[config.mk]
export PLATFORM = sky130hd
export DESIGN_NAME = catmull_rom_upsampler
export DESIGN_NICKNAME = d
export VERILOG_FILES = /design/src/rtl/cru_pkg.sv /design/src/rtl/catmull_rom_upsampler.sv /design/src/rtl/cru_fifo.sv /design/src/rtl/cru_front.sv /design/src/rtl/cru_back.sv
export SDC_FILE = /design/constraint.sdc
export NUM_CORES = 2
export LEC_CHECK = 0
export ABC_AREA = 1
export BUFFER_PORTS_ARGS = -buffer_cell sky130_fd_sc_hd__buf_2
export CORE_ASPECT_RATIO = 1.5
export CORE_MARGIN = 10
export CORE_UTILIZATION = 40
export DETAILED_ROUTE_END_ITERATION = 8
export PLACE_DENSITY_LB_ADDON = 0.1
export SYNTH_ARGS = -nofsm -noshare
export SYNTH_HDL_FRONTEND = slang
export SYNTH_SLANG_ARGS = --single-unit
[constraint.sdc]
create_clock -name clk_i -period 6.25 [get_ports clk_i]
set_input_delay 0.9375 -clock clk_i [delete_from_list [all_inputs] [get_ports clk_i]]
set_output_delay 0.9375 -clock clk_i [all_outputs]
set_load 0.01 [all_outputs]
[src/rtl/cru_pkg.sv]
// ----------------------------------------------------------------------------
// Catmull-Rom upsampler package
// Register indexes, configuration limits and the command flags that the
// front end hands to the evaluator.
// ----------------------------------------------------------------------------
`default_nettype none

package cru_pkg;

  localparam int unsigned PB_BITS = 6;

  localparam logic [0:0] REG_POINTS_BETWEEN = 1'b0;
  localparam logic [0:0] REG_U_STEP         = 1'b1;

  localparam logic [PB_BITS-1:0] PB_RESET    = 6'd7;
  localparam logic [PB_BITS-1:0] MAX_BETWEEN = 6'd62;

  typedef struct packed {
    logic               seg;
    logic               close;
    logic [PB_BITS-1:0] n;
  } cmd_flags_t;

  typedef enum logic [2:0] {
    ST_IDLE,
    ST_MUL_LO,
    ST_MUL_HI,
    ST_ADD,
    ST_ROUND,
    ST_CLOSE
  } back_state_e;

endpackage

`default_nettype wire

[src/rtl/catmull_rom_upsampler.sv]
// ----------------------------------------------------------------------------
// Catmull-Rom upsampler
// Streams signed samples and emits the points of the uniform Catmull-Rom
// segment between the two middle samples of a sliding window.
// ----------------------------------------------------------------------------
//
//   channel   direction  handshake                 payload
//   s_axis    in         s_axis_tvalid/tready      tdata: sample, tlast: end_of_run
//   m_axis    out        m_axis_tvalid/tready      tdata: point, tlast: last_point
//   cfg       in         cfg_valid_i/cfg_ready_o   cfg_index_i, cfg_data_i
//
// A sample word is taken whenever the two-entry command queue has room. Each
// point of a segment is evaluated in three Horner steps of two half-width
// multiplies and one add, followed by a rounding step. A segment has n+1
// points, eight at reset values, and a closing point may follow at the end of
// a run. Output stalls hold the evaluator, and the input stalls once the queue
// is full; reset clears window and queue.
//
`default_nettype none

module catmull_rom_upsampler #(
  parameter int unsigned SAMPLE_BITS = 16,
  parameter int unsigned U_FRAC_BITS = 16
) (
  input  wire logic                                 clk_i,
  input  wire logic                                 rst_ni,
  input  wire logic                                 s_axis_tvalid,
  output logic                                      s_axis_tready,
  // Fields from bit 0: sample.
  input  wire logic [((SAMPLE_BITS+7)/8)*8-1:0]     s_axis_tdata,
  input  wire logic                                 s_axis_tlast,
  output logic                                      m_axis_tvalid,
  input  wire logic                                 m_axis_tready,
  // Fields from bit 0: point.
  output logic [((SAMPLE_BITS+7)/8)*8-1:0]          m_axis_tdata,
  output logic                                      m_axis_tlast,
  input  wire logic                                 cfg_valid_i,
  output logic                                      cfg_ready_o,
  input  wire logic [0:0]                           cfg_index_i,
  input  wire logic [U_FRAC_BITS:0]                 cfg_data_i
);

  import cru_pkg::*;

  localparam int unsigned TDW = ((SAMPLE_BITS + 7) / 8) * 8;
  localparam int unsigned CW  = SAMPLE_BITS + 5;
  localparam int unsigned DW  = 4 * CW + SAMPLE_BITS;
  localparam int unsigned QW  = $bits(cmd_flags_t) + DW;

  localparam logic [U_FRAC_BITS:0] U_STEP_RESET = (U_FRAC_BITS + 1)'(1) << (U_FRAC_BITS - 3);

  logic [PB_BITS-1:0]     pb_q;
  logic [U_FRAC_BITS:0]   ustep_q;
  logic                   push, full, pop, empty;
  cmd_flags_t             push_flags, pop_flags;
  logic [DW-1:0]          push_data, pop_data;
  logic [QW-1:0]          q_out;
  logic [SAMPLE_BITS-1:0] point;

  assign cfg_ready_o = 1'b1;

  always_ff @(posedge clk_i or negedge rst_ni) begin
    if (!rst_ni) begin
      pb_q    <= PB_RESET;
      ustep_q <= U_STEP_RESET;
    end else if (cfg_valid_i) begin
      if (cfg_index_i == REG_POINTS_BETWEEN) begin
        pb_q <= cfg_data_i[PB_BITS-1:0];
      end
      if (cfg_index_i == REG_U_STEP) begin
        ustep_q <= cfg_data_i;
      end
    end
  end

  cru_front #(
    .SAMPLE_BITS(SAMPLE_BITS)
  ) u_front (
    .clk_i           (clk_i),
    .rst_ni          (rst_ni),
    .in_valid_i      (s_axis_tvalid),
    .in_ready_o      (s_axis_tready),
    .sample_i        ($signed(s_axis_tdata[SAMPLE_BITS-1:0])),
    .end_of_run_i    (s_axis_tlast),
    .points_between_i(pb_q),
    .full_i          (full),
    .push_o          (push),
    .flags_o         (push_flags),
    .data_o          (push_data)
  );

  cru_fifo #(
    .WIDTH(QW)
  ) u_fifo (
    .clk_i  (clk_i),
    .rst_ni (rst_ni),
    .push_i (push),
    .data_i ({push_flags, push_data}),
    .full_o (full),
    .pop_i  (pop),
    .data_o (q_out),
    .empty_o(empty)
  );

  assign pop_flags = q_out[QW-1:DW];
  assign pop_data  = q_out[DW-1:0];

  cru_back #(
    .SAMPLE_BITS(SAMPLE_BITS),
    .U_FRAC_BITS(U_FRAC_BITS)
  ) u_back (
    .clk_i       (clk_i),
    .rst_ni      (rst_ni),
    .empty_i     (empty),
    .flags_i     (pop_flags),
    .data_i      (pop_data),
    .pop_o       (pop),
    .u_step_i    (ustep_q),
    .out_valid_o (m_axis_tvalid),
    .out_ready_i (m_axis_tready),
    .point_o     (point),
    .last_point_o(m_axis_tlast)
  );

  assign m_axis_tdata = TDW'(point);

endmodule

`default_nettype wire

[src/rtl/cru_fifo.sv]
// ----------------------------------------------------------------------------
// Command queue
// Two-entry queue between the sample front end and the segment evaluator.
// ----------------------------------------------------------------------------
`default_nettype none

module cru_fifo #(
  parameter int unsigned WIDTH = 8
) (
  input  wire logic             clk_i,
  input  wire logic             rst_ni,
  input  wire logic             push_i,
  input  wire logic [WIDTH-1:0] data_i,
  output logic                  full_o,
  input  wire logic             pop_i,
  output logic      [WIDTH-1:0] data_o,
  output logic                  empty_o
);

  logic [WIDTH-1:0] mem_q [2];
  logic             wr_ptr_q, wr_ptr_d;
  logic             rd_ptr_q, rd_ptr_d;
  logic [1:0]       count_q, count_d;

  assign full_o  = (count_q == 2'd2);
  assign empty_o = (count_q == 2'd0);
  assign data_o  = mem_q[rd_ptr_q];

  always_comb begin
    wr_ptr_d = push_i ? ~wr_ptr_q : wr_ptr_q;
    rd_ptr_d = pop_i ? ~rd_ptr_q : rd_ptr_q;
    count_d  = count_q;
    if (push_i && !pop_i) begin
      count_d = count_q + 2'd1;
    end else if (pop_i && !push_i) begin
      count_d = count_q - 2'd1;
    end
  end

  always_ff @(posedge clk_i or negedge rst_ni) begin
    if (!rst_ni) begin
      wr_ptr_q <= 1'b0;
      rd_ptr_q <= 1'b0;
      count_q  <= 2'd0;
    end else begin
      wr_ptr_q <= wr_ptr_d;
      rd_ptr_q <= rd_ptr_d;
      count_q  <= count_d;
    end
  end

  always_ff @(posedge clk_i) begin
    if (push_i) begin
      mem_q[wr_ptr_q] <= data_i;
    end
  end

endmodule

`default_nettype wire

[src/rtl/cru_front.sv]
// ----------------------------------------------------------------------------
// Sample front end
// Keeps the three-sample window, classifies each incoming word and builds
// the segment coefficients and closing value for the evaluator.
// ----------------------------------------------------------------------------
`default_nettype none

module cru_front #(
  parameter int unsigned SAMPLE_BITS = 16
) (
  input  wire logic                            clk_i,
  input  wire logic                            rst_ni,
  input  wire logic                            in_valid_i,
  output logic                                 in_ready_o,
  input  wire logic signed [SAMPLE_BITS-1:0]   sample_i,
  input  wire logic                            end_of_run_i,
  input  wire logic [cru_pkg::PB_BITS-1:0]     points_between_i,
  input  wire logic                            full_i,
  output logic                                 push_o,
  output cru_pkg::cmd_flags_t                  flags_o,
  output logic [4*(SAMPLE_BITS+5)+SAMPLE_BITS-1:0] data_o
);

  import cru_pkg::*;

  localparam int unsigned CW = SAMPLE_BITS + 5;

  logic signed [SAMPLE_BITS-1:0] win_q [3];
  logic signed [SAMPLE_BITS-1:0] win_d [3];
  logic [1:0]                    seen_q, seen_d;
  logic                          accept;
  logic signed [CW-1:0]          e0, e1, e2, e3;
  logic signed [CW-1:0]          coef_a, coef_b, coef_c, coef_d;
  logic [PB_BITS-1:0]            n_clamped;

  assign in_ready_o = !full_i;
  assign accept     = in_valid_i && in_ready_o;

  assign e0 = CW'(win_q[0]);
  assign e1 = CW'(win_q[1]);
  assign e2 = CW'(win_q[2]);
  assign e3 = CW'(sample_i);

  assign coef_a = (e1 + (e1 <<< 1)) - (e2 + (e2 <<< 1)) + e3 - e0;
  assign coef_b = (e0 <<< 1) - ((e1 <<< 2) + e1) + (e2 <<< 2) - e3;
  assign coef_c = e2 - e0;
  assign coef_d = e1 <<< 1;

  assign n_clamped = (points_between_i > MAX_BETWEEN) ? MAX_BETWEEN : points_between_i;

  assign flags_o.seg   = (seen_q == 2'd3);
  assign flags_o.close = end_of_run_i && (seen_q >= 2'd2);
  assign flags_o.n     = n_clamped;
  assign data_o        = {win_q[2], coef_d, coef_c, coef_b, coef_a};
  assign push_o        = accept && (flags_o.seg || flags_o.close);

  always_comb begin
    win_d  = win_q;
    seen_d = seen_q;
    if (accept) begin
      if (end_of_run_i) begin
        win_d[0] = '0;
        win_d[1] = '0;
        win_d[2] = '0;
        seen_d   = 2'd0;
      end else begin
        win_d[0] = win_q[1];
        win_d[1] = win_q[2];
        win_d[2] = sample_i;
        if (seen_q != 2'd3) begin
          seen_d = seen_q + 2'd1;
        end
      end
    end
  end

  always_ff @(posedge clk_i or negedge rst_ni) begin
    if (!rst_ni) begin
      win_q[0] <= '0;
      win_q[1] <= '0;
      win_q[2] <= '0;
      seen_q   <= 2'd0;
    end else begin
      win_q  <= win_d;
      seen_q <= seen_d;
    end
  end

endmodule

`default_nettype wire

[src/rtl/cru_back.sv]
// ----------------------------------------------------------------------------
// Segment evaluator
// Walks the points of one segment, evaluating the cubic by Horner steps on a
// shared half-width multiplier, then rounds, saturates and emits each point.
// ----------------------------------------------------------------------------
`default_nettype none

module cru_back #(
  parameter int unsigned SAMPLE_BITS = 16,
  parameter int unsigned U_FRAC_BITS = 16
) (
  input  wire logic                            clk_i,
  input  wire logic                            rst_ni,
  input  wire logic                            empty_i,
  input  wire cru_pkg::cmd_flags_t             flags_i,
  input  wire logic [4*(SAMPLE_BITS+5)+SAMPLE_BITS-1:0] data_i,
  output logic                                 pop_o,
  input  wire logic [U_FRAC_BITS:0]            u_step_i,
  output logic                                 out_valid_o,
  input  wire logic                            out_ready_i,
  output logic [SAMPLE_BITS-1:0]               point_o,
  output logic                                 last_point_o
);

  import cru_pkg::*;

  localparam int unsigned S   = SAMPLE_BITS;
  localparam int unsigned F   = U_FRAC_BITS;
  localparam int unsigned CW  = S + 5;
  localparam int unsigned DW  = 4 * CW + S;
  localparam int unsigned AW  = S + F + 5;
  localparam int unsigned HW  = AW / 2;
  localparam int unsigned LW  = AW - HW;
  localparam int unsigned MW  = LW + 1;
  localparam int unsigned UMW = F + 2;
  localparam int unsigned PW  = MW + UMW;
  localparam int unsigned SW  = AW + F + 2;
  localparam int unsigned RW  = AW - F - 1;

  localparam logic        [F+1:0] ONE_U   = (F + 2)'(1) << F;
  localparam logic signed [AW-1:0] ONE_ACC = AW'(1) << F;
  localparam logic signed [RW-1:0] PMAX    = RW'((64'sd1 <<< (S - 1)) - 64'sd1);
  localparam logic signed [RW-1:0] PMIN    = RW'(-(64'sd1 <<< (S - 1)));

  back_state_e           state_q, state_d;
  cmd_flags_t            flags_q, flags_d;
  logic [DW-1:0]         data_q, data_d;
  logic [PB_BITS-1:0]    j_q, j_d;
  logic [F:0]            u_q, u_d;
  logic [1:0]            hstep_q, hstep_d;
  logic signed [AW-1:0]  acc_q, acc_d;
  logic signed [PW-1:0]  plo_q, phi_q;
  logic                  ovalid_q, ovalid_d;
  logic [S-1:0]          odata_q, odata_d;
  logic                  olast_q, olast_d;

  logic signed [CW-1:0]  coef_a, coef_b, coef_c, coef_d, coef_sel;
  logic signed [CW-1:0]  ld_a;
  logic signed [S-1:0]   close_val;
  logic signed [MW-1:0]  mul_a;
  logic signed [UMW-1:0] mul_b;
  logic signed [PW-1:0]  mul_p;
  logic signed [SW-1:0]  sum;
  logic signed [AW-1:0]  rsum;
  logic signed [RW-1:0]  rsh;
  logic [S-1:0]          rsat;
  logic [F+1:0]          usum;
  logic                  out_free;

  assign coef_a    = data_q[CW-1:0];
  assign coef_b    = data_q[2*CW-1:CW];
  assign coef_c    = data_q[3*CW-1:2*CW];
  assign coef_d    = data_q[4*CW-1:3*CW];
  assign close_val = data_q[DW-1:4*CW];
  assign ld_a      = data_i[CW-1:0];

  assign out_free     = !ovalid_q || out_ready_i;
  assign out_valid_o  = ovalid_q;
  assign point_o      = odata_q;
  assign last_point_o = olast_q;

  always_comb begin
    case (hstep_q)
      2'd0:    coef_sel = coef_b;
      2'd1:    coef_sel = coef_c;
      default: coef_sel = coef_d;
    endcase
  end

  assign mul_a = (state_q == ST_MUL_LO) ? $signed({1'b0, acc_q[LW-1:0]})
                                        : MW'($signed(acc_q[AW-1:LW]));
  assign mul_b = $signed({1'b0, u_q});
  assign mul_p = mul_a * mul_b;

  assign sum = (SW'(phi_q) <<< LW) + SW'(plo_q) + (SW'(coef_sel) <<< (2 * F));

  assign rsum = acc_q + ONE_ACC;
  assign rsh  = RW'(rsum >>> (F + 1));
  always_comb begin
    if (rsh > PMAX) begin
      rsat = PMAX[S-1:0];
    end else if (rsh < PMIN) begin
      rsat = PMIN[S-1:0];
    end else begin
      rsat = rsh[S-1:0];
    end
  end

  assign usum = {1'b0, u_q} + {1'b0, u_step_i};

  always_comb begin
    state_d  = state_q;
    flags_d  = flags_q;
    data_d   = data_q;
    j_d      = j_q;
    u_d      = u_q;
    hstep_d  = hstep_q;
    acc_d    = acc_q;
    ovalid_d = ovalid_q && !out_ready_i;
    odata_d  = odata_q;
    olast_d  = olast_q;
    pop_o    = 1'b0;
    unique case (state_q)
      ST_IDLE: begin
        if (!empty_i) begin
          pop_o   = 1'b1;
          flags_d = flags_i;
          data_d  = data_i;
          j_d     = '0;
          u_d     = '0;
          hstep_d = 2'd0;
          acc_d   = AW'(ld_a) <<< F;
          state_d = flags_i.seg ? ST_MUL_LO : ST_CLOSE;
        end
      end
      ST_MUL_LO: begin
        state_d = ST_MUL_HI;
      end
      ST_MUL_HI: begin
        state_d = ST_ADD;
      end
      ST_ADD: begin
        acc_d = AW'(sum >>> F);
        if (hstep_q == 2'd2) begin
          state_d = ST_ROUND;
        end else begin
          hstep_d = hstep_q + 2'd1;
          state_d = ST_MUL_LO;
        end
      end
      ST_ROUND: begin
        if (out_free) begin
          ovalid_d = 1'b1;
          odata_d  = rsat;
          olast_d  = 1'b0;
          if (j_q == flags_q.n) begin
            state_d = flags_q.close ? ST_CLOSE : ST_IDLE;
          end else begin
            j_d     = j_q + 1'b1;
            u_d     = (usum > ONE_U) ? ONE_U[F:0] : usum[F:0];
            hstep_d = 2'd0;
            acc_d   = AW'(coef_a) <<< F;
            state_d = ST_MUL_LO;
          end
        end
      end
      ST_CLOSE: begin
        if (out_free) begin
          ovalid_d = 1'b1;
          odata_d  = close_val;
          olast_d  = 1'b1;
          state_d  = ST_IDLE;
        end
      end
      default: begin
        state_d = ST_IDLE;
      end
    endcase
  end

  always_ff @(posedge clk_i or negedge rst_ni) begin
    if (!rst_ni) begin
      state_q  <= ST_IDLE;
      ovalid_q <= 1'b0;
    end else begin
      state_q  <= state_d;
      ovalid_q <= ovalid_d;
    end
  end

  always_ff @(posedge clk_i) begin
    flags_q <= flags_d;
    data_q  <= data_d;
    j_q     <= j_d;
    u_q     <= u_d;
    hstep_q <= hstep_d;
    acc_q   <= acc_d;
    odata_q <= odata_d;
    olast_q <= olast_d;
    if (state_q == ST_MUL_LO) begin
      plo_q <= mul_p;
    end
    if (state_q == ST_MUL_HI) begin
      phi_q <= mul_p;
    end
  end

endmodule

`default_nettype wire
=== After elaboration in Yosys (flattened, before gate mapping) ===
Memories as Yosys holds them, arrays and structs flattened.
Cells that the tools add are included.
Widths: inputs -> output; s select.

* $add $sub $neg: 19
* $mul: 1
* Order comparisons: 5
* Eq/ne operators: 16
* Muxes and demuxes: 48
* Bitwise operators: 4
* Reduce and logical (&&, ||, !) cells: 31

{| class="wikitable"
|+ Operators with widths
! operator !! number
|-
| $mux 37 || 3
|-
| $pmux 37 s3 || 1
|-
| $mux 17 || 4
|-
| $mux 16 || 4
|-
| $add 53x38->53 || 1
|-
| $add 53x53->53 || 1
|-
| $mux 48 || 1
|-
| $pmux 21 s2 || 1
|-
| $sub 21x16->21 || 2
|-
| $mul 20x18->38 || 1
|-
| $add 37x18->37 const B || 1
|-
| $add 16x17->18 || 2
|-
| $pmux 17 s2 || 1
|-
| $pmux 16 s2 || 1
|-
| $mux 6 || 4
|-
| $add 21x16->21 || 1
|-
| $add 21x18->21 || 1
|-
| $mux 3 || 7
|-
| $sub 21x21->21 || 1
|-
| $gt 20x16->1 const B || 1
|-
| $lt 20x16->1 const B || 1
|-
| $mux 20 || 1
|-
| $sub 17x19->20 || 1
|-
| $add 18x16->19 || 1
|-
| 35 further kinds || 81
|}

* Register bits: 339
* Bits in writable memories: 214
* Memories: 1

{| class="wikitable"
|+ Memory list
! name !! words !! width !! read ports !! clocked after Yosys merged registers in !! wr ports !! RTL line !! RTL
|-
| u_fifo.mem_q || 2 || 107 || 1 || 0 || 1 || cru_fifo.sv:20 || <nowiki>logic [WIDTH-1:0] mem_q [2];</nowiki>
|}

=== Logic depth before layout (Yosys ltp) ===
* Word-level depth: 8
* Mapped depth: 33
* Depth with buffers taken out: 31

=== Hierarchy ===
From an unflattened synthesis, not the netlist that was laid out.

* Cells, all modules: 4496
* Area total of the unflattened synthesis: 43466.7 um^2

{| class="wikitable"
|+ By module, submodules not included
! module !! instances !! cells an instance !! area an instance (um^2) !! sequential area each (um^2)
|-
| cru_back || 1 || 2949 || 26315.2 || 7367.1
|-
| cru_front || 1 || 1083 || 8172.8 || 1251.2
|-
| cru_fifo || 1 || 361 || 8025.2 || 6586.3
|-
| catmull_rom_upsampler || 1 || 103 || 953.4 || 580.6
|}

=== Worst setup path before layout ===
OpenSTA, ideal clock, no wires.

* Path kind: reg2reg
* Start: register u_back.state_q[0]
* End: register u_fifo.count_q[1]
* Setup time: 0.131 ns
* Arrival time: 6.666 ns
* Required time: 6.119 ns
* Path slack: -0.547 ns
* Cell stages (with the launch flop): 11
* Buffers on the path: 0
* Path through: dfrtp_1 nor2_1 inv_1 nor2_1 inv_1 a21oi_1 inv_1 ha_1 a21oi_1 o21ai_0 xor2_1

* Longest elaborated chain between the ends: 5
* Elaborated cells on any way between the ends: 7
* Those cells by class: mux (2); reduce/logical (5)

{| class="wikitable"
|+ Ends and longest elaborated chain
! item !! RTL line !! RTL
|-
| from (decl) || cru_back.sv:45 || <nowiki>back_state_e state_q, state_d;</nowiki>
|-
| from (signal assigned) || cru_back.sv:186 || <nowiki>state_q <= state_d;</nowiki>
|-
| $logic_not 3->1 (*) || cru_back.sv:123 || <nowiki>unique case (state_q)</nowiki>
|-
| $mux 1 (*) || cru_back.sv:123 ||
|-
| named net pop || catmull_rom_upsampler.sv:54 || <nowiki>logic push, full, pop, empty;</nowiki>
|-
| $logic_not 1->1 || cru_fifo.sv:33 || <nowiki>if (push_i && !pop_i) begin</nowiki>
|-
| $logic_and 1x1->1 || cru_fifo.sv:33 ||
|-
| $mux 2 / $reduce_bool 2->1 (equally long branches) || n/a ||
|-
| to (signal assigned) || cru_fifo.sv:48 || <nowiki>count_q <= count_d;</nowiki>
|-
| to (decl) || cru_fifo.sv:23 || <nowiki>logic [1:0] count_q, count_d;</nowiki>
|}

Mark *: on every way through the listed nets, which the timed path passes. The rest lies on a longest branch.
A chain may end at the register's enable or synchronous reset.

=== Worst setup path in the final report ===
* Start: register u_back.state_q[1]
* End: register u_back.plo_q[37] (data pin)

* Longest elaborated chain between the ends: 3

{| class="wikitable"
|+ Ends and longest elaborated chain
! item !! RTL line !! RTL
|-
| $eq 3x1->1 || cru_back.sv:90 || <nowiki>assign mul_a = (state_q == ST_MUL_LO) ? $signed({1'b0, acc_q[LW-1:0]})</nowiki>
|-
| $mux 20 || cru_back.sv:90 ||
|-
| $mul 20x18->38 || cru_back.sv:93 || <nowiki>assign mul_p = mul_a * mul_b;</nowiki>
|-
| named net u_back.mul_p[37] || cru_back.sv:62 || <nowiki>logic signed [PW-1:0] mul_p;</nowiki>
|-
| to (signal assigned) || cru_back.sv:201 || <nowiki>plo_q <= mul_p;</nowiki>
|-
| to (decl) || cru_back.sv:52 || <nowiki>logic signed [PW-1:0] plo_q, phi_q;</nowiki>
|}

The timed path passes the listed nets, and every way through them passes these cells.

==> out/metrics.yaml <==
result_of_the_run: "finished, violations left"
failed_checks: "negative setup slack"
drcViolationCount: 0
synth_largest_type_area_fraction: 0.305
io-pin-count: 60
post_route_cells_drive_above_1_share: 0.161
synthMostInstantiatedCell: "nand2_1"
synth-seq-area-share: 0.353
timing.max_slew.rel_slack: 0.385
setup.worst_path.class: "reg -> reg"
crit_path_max_incr_delay_ps: 590
top_usage_layer: "met2"
clock.fmax_mhz: 157
postSynthCellCount: 4585
finalCriticalPeriod_ps: 6360
avgSynthCellArea_um2: 9.24
worst_slew_pin_slew_ps: 921
path_common_cell: "fa_1"
drv.max_cap_violation_count: 0
holdBufCountCts: 0
yosysUniqueCellTypes: 58
first_global_vias: 33600
synth.cells.most_frequent: "nand2_1, inv_1, fa_1, edfxtp_1, nor2_1"
clkTransAtPathRegs_ps: 60
cp_data_arrival_time_ps: 6800
yosys_warnings: 0
die-height_um: 419
grt_usage: 0.226
final-hold-violation-count: 0
drt-initial-drc-count: 1583
timing.final.ws_setup_ps: -105
groute.layer.met3.usage: 0.0183
place.detailed.hpwl_um: 111000
timing.hold.ws_ps: 253
synth_fp_nets: 5337
antenna_found_initial: 1
synthArstFlopShare: 0.158
critical_path.startpoint_type: "register"
post_dr_wirelength_cell_um: 20.8
finalWirelength_um: 134000
placement.io_buffers: 58
total_clock_sinks: 512
setup_repair_after_global_routing_missed_its_margin: "yes"
worst_path_max_delay_cell: "fa_2"
groute.layer.met1.usage: 0.230
ys_seq_elements: 512
detail_route.first_pass.iterations: 5
first_pass_grt_wire_length_um: 204000
tritoncts.num_buffers: 56
core.rowCount: 146
post_synth_main_area_contributors: "edfxtp_1, fa_1, nand2_1"
post_synthesis_instance_area_um2: 42400
ctsLongestPathBuffers: 3
slew_viol_final: 0
crit_required_ps: 6700
groute.layer.met2.usage: 0.443
min_path_type: "in -> async"
vias: 31700
clock_tree_from_tritoncts: "yes"
area_growth_syn_to_fin_pct: 19.0
globalplace.congestion: 0.937
detail_route.vias_per_cell: 4.94
cts_htree_levels: 2
ctsRootBufferMaster: "clkbuf_16"
fp.dieW_um: 286
final_core_area_utilization: 0.478
antenna_violating_nets_post_route: 0
final-setup-viol-count: 32
worstSetupEndpointType: "register"
maximum_number_of_pins_on_one_net_before_global_route_repair: 91
grt_remaining_overflow: 0
clk-insertion-delay-late_ps: 670
design.die.area_um2: 120000
min_period_over_period: 1.02
clock_skew_ps: 61.9
synth_flop_cell: "edfxtp_1"
synth_largest_area_cell: "edfxtp_1"
core_box_area_um2: 105000
synth_enable_flop_cells: 431
worstPathMaxFanout: 6
effective_utilization_at_floorplan: 0.402
num-nets-final: 5703
==> path summary, 6_finish.rpt <==
| path | startpoint | to | slack, ps | depth (start not counted) |
|---|---|---|---|---|
| max | u_back.state_q[1] | u_back.plo_q[37] | -110 | 28 |
| min | rst_ni | u_front.e0[15] | 250 | 1 |
| max reg2reg | u_back.state_q[1] | u_back.plo_q[37] | -110 | 28 |
| min reg2reg | u_fifo.count_q[0] | u_fifo.count_q[0] | 470 | 1 |
| max in group asynchronous | rst_ni | u_fifo.rd_ptr_q | 4900 | 2 |
| min in group clk_i | u_fifo.count_q[0] | u_fifo.count_q[0] | 470 | 1 |
==> area by class of cell <==
cell class | count | area, um^2
repair buffers | 409 | 3350
flip-flops and latches | 512 | 15000
fillers | 10200 | 55000
well taps | 1406 | 1760
multi-input cells | 3081 | 25100
inverters | 891 | 3420
clock buffers | 75 | 1510
clock inverters | 30 | 345
diodes | 1 | 2.50
==> what timing repair did <==
item                       CTS  global route
hold endpoints to repair     0             0
pin swaps                  134            50
setup endpoints to repair   38            44
setup buffers               37            15
resized for setup          204           108
gates cloned                 1             0
==> worst max-delay path, delay by kind of cell (launching register included) <==
kind                       cells  cell delay, ps
adders and majority gates      7            3360
buffers and inverters         11            1110
and+or+nand+nor                6             590
AOI/OAI and AO/OA              3             460
DFF                            1             410
xor gates and xnor gates       1             200
==> registers in the layout (all words and copies together) (netlist names), 6 cells and up <==
signal and count:
u_back.plo_q 22, pb_q 6, u_back.u_q 17, u_back.acc_q 37, u_front.data_o 32, u_back.data_q 91, u_front.e0 16, u_back.phi_q 34
u_fifo.mem_q 198, ustep_q 17, u_back.point_o 16, u_back.j_q 6, u_back.flags_q 7
==> per-stage QoR <==
stage                     setup slack (ps)  cell area (um^2)  std cells  setup TNS [ps]
final                                 -105             50400       6405           -1550
after global routing                  -323             50400       6405           -9250
after CTS                             -137             49900       6390           -2930
after detailed placement              -559             46800       6250          -13780
after global placement                -581             46800       6250          -14130
after floorplan                      -88.7             42700       4585            -701
==> layout by cell type, fill, tap and decap left out, types with 21 or more instances in the layout <==
master     instances
a21oi_1          217
a22o_1            23
buf_12            24
buf_2             57
buf_4            298
buf_6             28
clkbuf_16         56
dfrtp_1           76
edfxtp_1         431
fa_1             418
ha_1             247
ha_4              27
inv_1            827
inv_2             40
nand2_1          944
nand2_2           31
nand3_1          141
nand4_1           21
nor2_1           342
nor2_2            24
nor3_1            38
o21ai_0          158
o31ai_1           21
xnor2_1           43
xor2_1           107
==> metal layers <==
metal,part of all wire,routed length (um)
met5,0,0
met4,0.069,9240
met3,0.022,2980
met2,0.56,74300
met1,0.35,47000
==> kinds of logic (layout without fill, tap and decap cells) <==
| kind of cell | count (synthesis) | after routing | synth area share |
|---|---|---|---|
| AND/OR/NAND/NOR | 1620 | 1620 | 0.155 |
| flip-flops | 512 | 512 | 0.353 |
| other | 1 | 2 | 0.0000885 |
| buffers and inverters | 992 | 1405 | 0.0891 |
| multiplexers | 12 | 12 | 0.00319 |
| adder cells (fa/ha/maj) | 712 | 712 | 0.288 |
| XOR/XNOR | 165 | 165 | 0.0341 |
| AO/OA/AOI/OAI | 571 | 571 | 0.0778 |
Power is not shown: default switching activity piles up to over one toggle a cycle in this logic, so the estimate is an artifact.
